## src/hw/rtl/dcrcv_pkg.sv

```systemverilog
`default_nettype none

package dcrcv_pkg;

    // Configuration register indexes.
    localparam logic [1:0] REG_CRC_POLY     = 2'd0;
    localparam logic [1:0] REG_CRC_INIT     = 2'd1;
    localparam logic [1:0] REG_DEFAULT_FILL = 2'd2;

    localparam logic [15:0] CRC_POLY_RESET     = 16'h1021;
    localparam logic [15:0] CRC_INIT_RESET     = 16'hFFFF;
    localparam logic [7:0]  DEFAULT_FILL_RESET = 8'h00;

    // Codes of the source field.
    localparam logic [1:0] SRC_A    = 2'd0;
    localparam logic [1:0] SRC_B    = 2'd1;
    localparam logic [1:0] SRC_FILL = 2'd2;

    // Payload buffer banks, and records that may be buffered at once.
    localparam int NUM_BANKS = 2;

    typedef struct packed {
        logic [7:0] copy_a_byte;
        logic [7:0] copy_b_byte;
    } in_item_t;

    typedef struct packed {
        logic [7:0] data_byte;
        logic [1:0] source;
        logic       copy_a_good;
        logic       copy_b_good;
        logic       last_of_run;
    } out_item_t;

    // Verdict on one record, handed from the front end to the emitter.
    typedef struct packed {
        logic       bank;
        logic [1:0] source;
        logic       copy_a_good;
        logic       copy_b_good;
    } rec_desc_t;

    typedef struct packed {
        logic record_done;
    } back_status_t;

    // One byte of an MSB-first CRC-16, no reflection.
    function automatic logic [15:0] crc_byte(input logic [15:0] crc, input logic [7:0] b,
                                             input logic [15:0] poly);
        logic [15:0] c;
        c = crc ^ {b, 8'h00};
        for (int k = 0; k < 8; k++)
        begin
            if (c[15])
                c = {c[14:0], 1'b0} ^ poly;
            else
                c = {c[14:0], 1'b0};
        end
        return c;
    endfunction

endpackage

`default_nettype wire

```

## src/hw/rtl/dcrcv_ram.sv

```systemverilog
`default_nettype none

module dcrcv_ram #(
    parameter int WIDTH = 16,
    parameter int DEPTH = 64,
    localparam int ADDR_W = (DEPTH > 1) ? $clog2(DEPTH) : 1
) (
    input  wire logic              clk,
    input  wire logic              we,
    input  wire logic [ADDR_W-1:0] waddr,
    input  wire logic [WIDTH-1:0]  wdata,
    input  wire logic              re,
    input  wire logic [ADDR_W-1:0] raddr,
    output logic      [WIDTH-1:0]  rdata
);

    logic [WIDTH-1:0] mem_reg [DEPTH];
    logic [WIDTH-1:0] rdata_reg;

    always_ff @(posedge clk)
    begin
        if (we)
            mem_reg[waddr] <= wdata;
        if (re)
            rdata_reg <= mem_reg[raddr];
    end

    assign rdata = rdata_reg;

endmodule

`default_nettype wire

```

## src/hw/rtl/dcrcv_front.sv

```systemverilog
`default_nettype none

module dcrcv_front #(
    parameter int RECORD_BYTES = 24,
    localparam int PAYLOAD_LEN = RECORD_BYTES - 2,
    localparam int PIDX_W = (PAYLOAD_LEN > 1) ? $clog2(PAYLOAD_LEN) : 1,
    localparam int ADDR_W = PIDX_W + 1
) (
    input  wire logic                      clk,
    input  wire logic                      rst_n,
    input  wire logic                      item_valid,
    output logic                           item_stall,
    input  wire dcrcv_pkg::in_item_t       item_data,
    input  wire logic [15:0]               crc_poly,
    input  wire logic [15:0]               crc_init,
    output logic                           ram_we,
    output logic [ADDR_W-1:0]              ram_waddr,
    output logic [15:0]                    ram_wdata,
    output logic                           push,
    output dcrcv_pkg::rec_desc_t           desc,
    input  wire dcrcv_pkg::back_status_t   bstat
);

    import dcrcv_pkg::*;

    localparam int OFF_W = $clog2(RECORD_BYTES);

    logic [OFF_W-1:0] offset_reg, offset_next;
    logic [15:0]      crc_a_reg, crc_a_next;
    logic [15:0]      crc_b_reg, crc_b_next;
    logic [7:0]       lo_a_reg, lo_a_next;
    logic [7:0]       lo_b_reg, lo_b_next;
    logic             bank_reg, bank_next;
    logic [1:0]       in_flight_reg, in_flight_next;

    logic             accept;
    logic             is_payload;
    logic             is_lo;
    logic [15:0]      crc_a_base;
    logic [15:0]      crc_b_base;
    logic             good_a;
    logic             good_b;

    assign item_stall = (offset_reg == '0) && (in_flight_reg == 2'(NUM_BANKS));
    assign accept     = item_valid && !item_stall;
    assign is_payload = offset_reg < OFF_W'(PAYLOAD_LEN);
    assign is_lo      = offset_reg == OFF_W'(PAYLOAD_LEN);
    assign crc_a_base = (offset_reg == '0) ? crc_init : crc_a_reg;
    assign crc_b_base = (offset_reg == '0) ? crc_init : crc_b_reg;

    // On the final byte the incoming bytes are the high halves of the stored CRCs.
    assign good_a = crc_a_reg == {item_data.copy_a_byte, lo_a_reg};
    assign good_b = crc_b_reg == {item_data.copy_b_byte, lo_b_reg};

    assign ram_we    = accept && is_payload;
    assign ram_waddr = {bank_reg, offset_reg[PIDX_W-1:0]};
    assign ram_wdata = {item_data.copy_a_byte, item_data.copy_b_byte};

    assign push             = accept && !is_payload && !is_lo;
    assign desc.bank        = bank_reg;
    assign desc.copy_a_good = good_a;
    assign desc.copy_b_good = good_b;
    assign desc.source      = good_a ? SRC_A : (good_b ? SRC_B : SRC_FILL);

    always_comb
    begin
        offset_next = offset_reg;
        crc_a_next  = crc_a_reg;
        crc_b_next  = crc_b_reg;
        lo_a_next   = lo_a_reg;
        lo_b_next   = lo_b_reg;
        bank_next   = bank_reg;
        if (accept)
        begin
            if (is_payload)
            begin
                crc_a_next  = crc_byte(crc_a_base, item_data.copy_a_byte, crc_poly);
                crc_b_next  = crc_byte(crc_b_base, item_data.copy_b_byte, crc_poly);
                offset_next = offset_reg + OFF_W'(1);
            end
            else if (is_lo)
            begin
                lo_a_next   = item_data.copy_a_byte;
                lo_b_next   = item_data.copy_b_byte;
                offset_next = offset_reg + OFF_W'(1);
            end
            else
            begin
                offset_next = '0;
                bank_next   = !bank_reg;
            end
        end
        in_flight_next = in_flight_reg + 2'(push) - 2'(bstat.record_done);
    end

    always_ff @(posedge clk or negedge rst_n)
    begin
        if (!rst_n)
        begin
            offset_reg    <= '0;
            bank_reg      <= 1'b0;
            in_flight_reg <= '0;
            crc_a_reg     <= CRC_INIT_RESET;
            crc_b_reg     <= CRC_INIT_RESET;
            lo_a_reg      <= '0;
            lo_b_reg      <= '0;
        end
        else
        begin
            offset_reg    <= offset_next;
            bank_reg      <= bank_next;
            in_flight_reg <= in_flight_next;
            crc_a_reg     <= crc_a_next;
            crc_b_reg     <= crc_b_next;
            lo_a_reg      <= lo_a_next;
            lo_b_reg      <= lo_b_next;
        end
    end

    // More records in flight than banks would mean a bank is overwritten while read.
    a_in_flight_bound: assert property (@(posedge clk) disable iff (!rst_n)
        in_flight_reg <= 2'(NUM_BANKS))
        else $error("records in flight exceed buffer banks");

    a_push_counts: assert property (@(posedge clk) disable iff (!rst_n)
        push |=> in_flight_reg != '0)
        else $error("pushed record not counted in flight");

    a_record_wraps: assert property (@(posedge clk) disable iff (!rst_n)
        push |=> (offset_reg == '0) && (bank_reg != $past(bank_reg)))
        else $error("record end did not restart offset and swap bank");

endmodule

`default_nettype wire

```

## src/hw/rtl/dcrcv_queue.sv

```systemverilog
`default_nettype none

module dcrcv_queue (
    input  wire logic                  clk,
    input  wire logic                  rst_n,
    input  wire logic                  push,
    input  wire dcrcv_pkg::rec_desc_t  push_desc,
    input  wire logic                  pop,
    output logic                       empty,
    output dcrcv_pkg::rec_desc_t       head
);

    import dcrcv_pkg::*;

    rec_desc_t  entry_reg [NUM_BANKS];
    logic       wr_ptr_reg, wr_ptr_next;
    logic       rd_ptr_reg, rd_ptr_next;
    logic [1:0] count_reg, count_next;

    assign empty = count_reg == '0;
    assign head  = entry_reg[rd_ptr_reg];

    always_comb
    begin
        wr_ptr_next = push ? !wr_ptr_reg : wr_ptr_reg;
        rd_ptr_next = pop ? !rd_ptr_reg : rd_ptr_reg;
        count_next  = count_reg + 2'(push) - 2'(pop);
    end

    always_ff @(posedge clk)
    begin
        if (push)
            entry_reg[wr_ptr_reg] <= push_desc;
    end

    always_ff @(posedge clk or negedge rst_n)
    begin
        if (!rst_n)
        begin
            wr_ptr_reg <= 1'b0;
            rd_ptr_reg <= 1'b0;
            count_reg  <= '0;
        end
        else
        begin
            wr_ptr_reg <= wr_ptr_next;
            rd_ptr_reg <= rd_ptr_next;
            count_reg  <= count_next;
        end
    end

    a_no_overflow: assert property (@(posedge clk) disable iff (!rst_n)
        push |-> (count_reg != 2'(NUM_BANKS)) || pop)
        else $error("record queue overflow");

    a_no_underflow: assert property (@(posedge clk) disable iff (!rst_n)
        pop |-> !empty)
        else $error("record queue underflow");

    a_count_bound: assert property (@(posedge clk) disable iff (!rst_n)
        count_reg <= 2'(NUM_BANKS))
        else $error("record queue count out of range");

endmodule

`default_nettype wire

```

## src/hw/rtl/dcrcv_back.sv

```systemverilog
`default_nettype none

module dcrcv_back #(
    parameter int RECORD_BYTES = 24,
    localparam int PAYLOAD_LEN = RECORD_BYTES - 2,
    localparam int PIDX_W = (PAYLOAD_LEN > 1) ? $clog2(PAYLOAD_LEN) : 1,
    localparam int ADDR_W = PIDX_W + 1
) (
    input  wire logic                   clk,
    input  wire logic                   rst_n,
    input  wire logic                   q_empty,
    input  wire dcrcv_pkg::rec_desc_t   q_head,
    output logic                        pop,
    output logic                        ram_re,
    output logic [ADDR_W-1:0]           ram_raddr,
    input  wire logic [15:0]            ram_rdata,
    input  wire logic [7:0]             default_fill,
    output logic                        result_valid,
    input  wire logic                   result_stall,
    output dcrcv_pkg::out_item_t        result_data,
    output dcrcv_pkg::back_status_t     bstat
);

    import dcrcv_pkg::*;

    logic              run_reg, run_next;
    logic [PIDX_W-1:0] idx_reg, idx_next;
    rec_desc_t         desc_reg, desc_next;

    // Read stage: RAM data register plus its sideband.
    logic              s1_valid_reg, s1_valid_next;
    logic              s1_last_reg, s1_last_next;
    rec_desc_t         s1_desc_reg, s1_desc_next;

    logic              out_valid_reg, out_valid_next;
    out_item_t         out_item_reg, out_item_next;

    logic              advance;
    logic              issue;
    logic              at_last;
    logic [7:0]        sel_byte;

    assign advance   = !out_valid_reg || !result_stall;
    assign issue     = advance && run_reg;
    assign at_last   = idx_reg == PIDX_W'(PAYLOAD_LEN - 1);
    assign pop       = !run_reg && !q_empty;
    assign ram_re    = issue;
    assign ram_raddr = {desc_reg.bank, idx_reg};

    always_comb
    begin
        case (s1_desc_reg.source)
            SRC_A:   sel_byte = ram_rdata[15:8];
            SRC_B:   sel_byte = ram_rdata[7:0];
            default: sel_byte = default_fill;
        endcase
    end

    always_comb
    begin
        run_next       = run_reg;
        idx_next       = idx_reg;
        desc_next      = desc_reg;
        s1_valid_next  = s1_valid_reg;
        s1_last_next   = s1_last_reg;
        s1_desc_next   = s1_desc_reg;
        out_valid_next = out_valid_reg;
        out_item_next  = out_item_reg;

        if (pop)
        begin
            run_next  = 1'b1;
            idx_next  = '0;
            desc_next = q_head;
        end
        else if (issue)
        begin
            idx_next = idx_reg + PIDX_W'(1);
            if (at_last)
                run_next = 1'b0;
        end

        if (advance)
        begin
            s1_valid_next             = issue;
            s1_last_next              = at_last;
            s1_desc_next              = desc_reg;
            out_valid_next            = s1_valid_reg;
            out_item_next.data_byte   = sel_byte;
            out_item_next.source      = s1_desc_reg.source;
            out_item_next.copy_a_good = s1_desc_reg.copy_a_good;
            out_item_next.copy_b_good = s1_desc_reg.copy_b_good;
            out_item_next.last_of_run = s1_last_reg;
        end
    end

    always_ff @(posedge clk or negedge rst_n)
    begin
        if (!rst_n)
        begin
            run_reg       <= 1'b0;
            s1_valid_reg  <= 1'b0;
            out_valid_reg <= 1'b0;
        end
        else
        begin
            run_reg       <= run_next;
            s1_valid_reg  <= s1_valid_next;
            out_valid_reg <= out_valid_next;
        end
    end

    always_ff @(posedge clk)
    begin
        idx_reg      <= idx_next;
        desc_reg     <= desc_next;
        s1_last_reg  <= s1_last_next;
        s1_desc_reg  <= s1_desc_next;
        out_item_reg <= out_item_next;
    end

    assign result_valid      = out_valid_reg;
    assign result_data       = out_item_reg;
    assign bstat.record_done = out_valid_reg && !result_stall && out_item_reg.last_of_run;

    a_pop_when_idle: assert property (@(posedge clk) disable iff (!rst_n)
        pop |=> run_reg && (idx_reg == '0))
        else $error("record load did not start a run");

    a_fill_means_both_bad: assert property (@(posedge clk) disable iff (!rst_n)
        (result_valid && (result_data.source == SRC_FILL))
            |-> !result_data.copy_a_good && !result_data.copy_b_good)
        else $error("fill emitted although a copy is good");

    a_b_only_when_a_bad: assert property (@(posedge clk) disable iff (!rst_n)
        (result_valid && (result_data.source == SRC_B))
            |-> !result_data.copy_a_good && result_data.copy_b_good)
        else $error("copy B chosen with wrong verdicts");

endmodule

`default_nettype wire

```

## src/hw/rtl/dual_copy_record_crc_validator.sv

```systemverilog
`default_nettype none

// Channel   Handshake                   Payload                 Moves
// item      item_valid / item_stall     item_data (in_item_t)   one byte pair per item
// result    result_valid / result_stall result_data (out_item_t) one payload byte per item
// config    cfg_we                      cfg_index, cfg_data     one register write
//
// The front end takes one byte pair per cycle unless intake stalls. A record of
// RECORD_BYTES items ends in one verdict; then PAYLOAD_LEN result items leave one per
// cycle unless the result side stalls, from a registered RAM read, once the verdict has
// passed the queue. Two payload banks let the next record stream in during the emit;
// intake stalls only at the start of a record while both banks still hold unsent records.
// Reset is asynchronous and active low; no clearing pass is needed after it.

module dual_copy_record_crc_validator #(
    parameter int RECORD_BYTES = 24
) (
    input  wire logic                 clk,
    input  wire logic                 rst_n,
    input  wire logic                 item_valid,
    output logic                      item_stall,
    input  wire dcrcv_pkg::in_item_t  item_data,
    output logic                      result_valid,
    input  wire logic                 result_stall,
    output dcrcv_pkg::out_item_t      result_data,
    input  wire logic                 cfg_we,
    input  wire logic [1:0]           cfg_index,
    input  wire logic [15:0]          cfg_data
);

    import dcrcv_pkg::*;

    localparam int PAYLOAD_LEN = RECORD_BYTES - 2;
    localparam int PIDX_W      = (PAYLOAD_LEN > 1) ? $clog2(PAYLOAD_LEN) : 1;
    localparam int ADDR_W      = PIDX_W + 1;
    localparam int RAM_DEPTH   = NUM_BANKS * (2 ** PIDX_W);

    // Configuration registers. Writes are to land only while the block is idle; the user
    // must ensure it, the block does not enforce it. The front end and emitter read them directly.
    logic [15:0] crc_poly_reg, crc_poly_next;
    logic [15:0] crc_init_reg, crc_init_next;
    logic [7:0]  fill_reg, fill_next;

    always_comb
    begin
        crc_poly_next = crc_poly_reg;
        crc_init_next = crc_init_reg;
        fill_next     = fill_reg;
        if (cfg_we)
        begin
            unique case (cfg_index)
                REG_CRC_POLY:     crc_poly_next = cfg_data;
                REG_CRC_INIT:     crc_init_next = cfg_data;
                REG_DEFAULT_FILL: fill_next     = cfg_data[7:0];
                default:          ;
            endcase
        end
    end

    always_ff @(posedge clk or negedge rst_n)
    begin
        if (!rst_n)
        begin
            crc_poly_reg <= CRC_POLY_RESET;
            crc_init_reg <= CRC_INIT_RESET;
            fill_reg     <= DEFAULT_FILL_RESET;
        end
        else
        begin
            crc_poly_reg <= crc_poly_next;
            crc_init_reg <= crc_init_next;
            fill_reg     <= fill_next;
        end
    end

    logic              ram_we;
    logic [ADDR_W-1:0] ram_waddr;
    logic [15:0]       ram_wdata;
    logic              ram_re;
    logic [ADDR_W-1:0] ram_raddr;
    logic [15:0]       ram_rdata;
    logic              push;
    rec_desc_t         push_desc;
    logic              pop;
    logic              q_empty;
    rec_desc_t         q_head;
    back_status_t      bstat;

    // The front end runs both CRCs, stores the payload pair and judges the record.
    dcrcv_front #(.RECORD_BYTES(RECORD_BYTES)) u_front (
        .clk        (clk),
        .rst_n      (rst_n),
        .item_valid (item_valid),
        .item_stall (item_stall),
        .item_data  (item_data),
        .crc_poly   (crc_poly_reg),
        .crc_init   (crc_init_reg),
        .ram_we     (ram_we),
        .ram_waddr  (ram_waddr),
        .ram_wdata  (ram_wdata),
        .push       (push),
        .desc       (push_desc),
        .bstat      (bstat)
    );

    // Verdicts wait here until the emitter is free.
    dcrcv_queue u_queue (
        .clk       (clk),
        .rst_n     (rst_n),
        .push      (push),
        .push_desc (push_desc),
        .pop       (pop),
        .empty     (q_empty),
        .head      (q_head)
    );

    // Copy A byte in the upper half of each word, copy B in the lower half.
    dcrcv_ram #(.WIDTH(16), .DEPTH(RAM_DEPTH)) u_payload_ram (
        .clk   (clk),
        .we    (ram_we),
        .waddr (ram_waddr),
        .wdata (ram_wdata),
        .re    (ram_re),
        .raddr (ram_raddr),
        .rdata (ram_rdata)
    );

    // The emitter walks the chosen bank and sends one result item per cycle while not stalled.
    dcrcv_back #(.RECORD_BYTES(RECORD_BYTES)) u_back (
        .clk          (clk),
        .rst_n        (rst_n),
        .q_empty      (q_empty),
        .q_head       (q_head),
        .pop          (pop),
        .ram_re       (ram_re),
        .ram_raddr    (ram_raddr),
        .ram_rdata    (ram_rdata),
        .default_fill (fill_reg),
        .result_valid (result_valid),
        .result_stall (result_stall),
        .result_data  (result_data),
        .bstat        (bstat)
    );

endmodule

`default_nettype wire

```

## config.mk

```make
export PLATFORM = sky130hd
export DESIGN_NAME = dual_copy_record_crc_validator
export DESIGN_NICKNAME = d
export VERILOG_FILES = /design/src/hw/rtl/dcrcv_pkg.sv /design/src/hw/rtl/dcrcv_ram.sv /design/src/hw/rtl/dcrcv_front.sv /design/src/hw/rtl/dcrcv_queue.sv /design/src/hw/rtl/dcrcv_back.sv /design/src/hw/rtl/dual_copy_record_crc_validator.sv
export SDC_FILE = /design/constraint.sdc
export NUM_CORES = 2
export LEC_CHECK = 0
export ABC_AREA = 1
export BUFFER_PORTS_ARGS = -buffer_cell sky130_fd_sc_hd__buf_2
export CORE_UTILIZATION = 65
export DETAILED_ROUTE_END_ITERATION = 6
export HOLD_SLACK_MARGIN = 0.03
export MAX_ROUTING_LAYER = met4
export PLACE_DENSITY_LB_ADDON = 0.12
export SYNTH_ARGS = -nofsm -noshare
export SYNTH_HDL_FRONTEND = slang
export SYNTH_SLANG_ARGS = --single-unit
```

## constraint.sdc

```tcl
create_clock -name clk -period 7.9 [get_ports clk]
set_input_delay 1.185 -clock clk [delete_from_list [all_inputs] [get_ports clk]]
set_output_delay 1.185 -clock clk [all_outputs]
set_load 0.01 [all_outputs]
```

==> reports/qor.csv <==
stage;metric;value;unit
floorplanning;Die Wd;285.3;µm
critical_path;CP required;8.51;ns
clock_tree;root buffer cell;clkbuf_16;
clock_tree;CTS Buf Count;114;
grt;grt total ovfl;0;
sta;Final Skew;0.03628;ns
sta;crit path time final;5.775;ns
min_path;Worst Hold Path EP;u_back.result_data[0];
route;DRT Wirelength;147.7;mm
synthesis;Mean Syn Cell Area;11.07;µm²
clock_tree;Hold Buf Count CTS;0;
synthesis;Post-Syn Area;52150;µm²
clock_tree;clk_lat worst skew;0.71;ns
synthesis;Ys Warns;0;
power;Total Power;0.02439;W
sta;final-report setup violation count;0;
power;worst vdd ir;0.8304;mV
critical_path;most frequent CP cell;nand2_1;
critical_path;worst r2r src;u_front.offset_reg[1];
min_path;hold path cells;0;
synthesis;Seq/Total Area, Yosys;67.04;%
critical_path;flop2flop setup slack;2.13;ns
sta;Fmax;173.2;MHz
grt;largest net degree at the start of global routing;237;
critical_path;WS Path Type;reg2reg;
synthesis;count leader, synth;edfxtp_1;
synthesis;Yosys top cell by area;edfxtp_1;
critical_path;Arrival @ worst endpoint;6.39;ns
critical_path;Setup crit start kind;flip-flop;
run_status;failing checks;max-capacitance violations;
synthesis;Primary FF master, synth;edfxtp_1;
min_path;class of the worst hold path;reg2reg;
grt;Total GRT Usage;37.20;%
synthesis;Post-synth EDFFs;1073;
final_layout;number of flip-flops in the largest register;1024;
grt;vias in the first global route;35810;
critical_path;CP Capture Type;flip-flop;
sta;Slew HR;0.8350;%
synthesis;#FFs+latches synth;1181;
sta;setup_tns;0;ns
power;Leak;21.64;nW
sta;Pins Over Slew Limit;0;
clock_tree;Clock transition at path regs;0.06;ns
critical_path;reg2reg end;u_front.crc_b_reg[4];
synthesis;Mapped Cells;4712;
route;# DRC;0;
critical_path;delay-heaviest family, CP;simple AND/OR/NAND/NOR gates;
critical_path;worst-path fanout max;36;
min_path;Hold Crit Start;u_back.s1_last_reg;
clock_tree;H-tree levels;3;
route;DR vias;38130;
placement;Cells after DPL;5922;
floorplanning;core region area;79130;µm²
clock_tree;post-CTS setup buffer count;0;
final_layout;P&R area growth vs syn;11.59;%
clock_tree;CTS Buffer Depth;3;
synthesis;top cells by count, synth;edfxtp_1 (1,073), nand2_1 (789), nor2_1 (643);
synthesis;Synth async-reset ratio;8.721;%
critical_path;Worst Path Buf+Inv;4;
clock_tree;CTS tree;built;
final_layout;Post-layout nets;5036;
route;DR vias/cell;6.209;
sta;RSZ-0062 raised after global routing;false;
floorplanning;Starting Density;65.91;%
sta;final count of hold timing violations;0;
synthesis;Yosys top cell area share;61.78;%
clock_tree;CTS Sinks;1181;
final_layout;layout cell share with drive strength beyond 1;9.223;%
synthesis;post-synth cell types;51;
route;DR WL/cell;24.04;µm
critical_path;Reg2Reg Depth;31;
placement;DP Wirelength;86.35;mm
placement;port bufs;53;
route;first-pass detailed-route iteration total;6;
final_layout;Final Util;73.55;%
run_status;outcome;complete, but fails checks;
synthesis;Synth area leaders;edfxtp_1 (62%), o21ai_0 (5.8%), nand2_1 (5.7%), nor2_1 (4.6%), nand3_1 (3.1%);
floorplanning;I/O pins;54;
placement;GPL Wtd Cong;0.9949;
sta;Worst-Margin Slew;1.482;ns
critical_path;Critical-path top delay cell;dfrtp_1;
route;ANT nets after route;0;
grt;initial antenna violation count;5;
clock_tree;post-CTS resize count;0;
critical_path;CP max stage delay;0.47;ns
floorplanning;Die Ht;285.3;µm
floorplanning;# rows;103;
grt;first-pass GRT wire length;217.7;mm
flow_run;MaxCap Viol Count;1;
power;Pwr Density;419.0;nW/µm²
sta;Period Utilization, post-route;73.10;%
floorplanning;DIE AREA;81370;µm²
final_layout;Final Non-Filler Cells;6141;
route;drt initial violations;5702;
cells by family after synthesis:
kind of cell	Yosys count	synth area share [%]
buf+inv	517	3.944
flops	1181	67.04
fa+ha+maj	9	0.2159
compound gates	944	10.45
xor+xnor	148	2.565
mux	5	0.1008
simple gates	1907	15.69
other cells	1	0.007190
placed cells by master, fill, tap and decap left out, types with 20 or more instances in the layout:
master / count
buf_4: 86
clkinv_1: 25
conb_1: 320
o21ai_0: 606
edfxtp_1: 1073
clkbuf_1: 33
a21oi_1: 20
nand2_1: 789
xnor2_1: 72
dfstp_2: 51
dfrtp_1: 52
nand2_2: 21
nor2_1: 628
clkbuf_16: 115
o211ai_1: 30
nand4_1: 64
o221ai_1: 98
xor2_1: 72
o22ai_1: 161
buf_2: 52
nand3_1: 320
inv_1: 193
worst max path at each step:
stage                                     start                          end  slack (ns)  cells after the start
after global placement    u_front.offset_reg[0]         u_front.crc_b_reg[1]        2.38                     35
after CTS                 u_front.offset_reg[0]         u_front.crc_b_reg[4]        2.23                     32
after global routing      u_front.offset_reg[1]         u_front.crc_b_reg[9]        1.52                     31
after detailed placement  u_front.offset_reg[1]         u_front.crc_b_reg[5]        2.25                     31
after floorplan           u_front.offset_reg[0]  u_payload_ram.mem_reg[0][0]        4.34                     15
final                     u_front.offset_reg[1]         u_front.crc_b_reg[4]        2.13                     31
per-stage QoR:
step / setup WS (ns) / hold WS, ns / cell area [µm²]
5_1_grt: 1.518 / 0.4305 / 58190
2_1_floorplan: 4.336 / 0.4003 / 53350
6_report: 2.125 / 0.4233 / 58200
4_1_cts: 2.230 / 0.4203 / 58180
3_5_place_dp: 2.254 / 0.4231 / 54530
3_3_place_gp: 2.379 / 0.4061 / 54510
per-layer routing:
| metal | track usage (%) | vias up | routed length [µm] |
|---|---|---|---|
| met1 | 50.78 | 18380 | 56570 |
| met3 | 6.520 | 406 | 16910 |
| met4 | 16.11 | 0 | 7299 |
| met5 | - | - | 0 |
| li1 | - | 17000 | - |
| met2 | 55.45 | 2344 | 66880 |
final cells by class:
| cell class | count | area (µm²) |
|---|---|---|
| clock inverters | 58 | 559.3 |
| fillers | 5439 | 20930 |
| repair buffers | 142 | 980.9 |
| multi-input cells | 3333 | 16430 |
| inverters | 216 | 823.3 |
| well taps | 1050 | 1314 |
| diodes | 6 | 15.01 |
| clock buffers | 155 | 3098 |
| flip-flops and latches | 1181 | 34970 |
where the power goes:
group | leakage [nW] | switching [W] | internal (W) | total, W
Clock | 1.78 | 0.00232 | 0.00301 | 0.00533
Sequential | 11.2 | 0.000521 | 0.00753 | 0.00805
Combinational | 8.68 | 0.00775 | 0.00326 | 0.0110
Total | 21.6 | 0.0106 | 0.0138 | 0.0244
No activity file was read; power rests on OpenSTA's default activity.
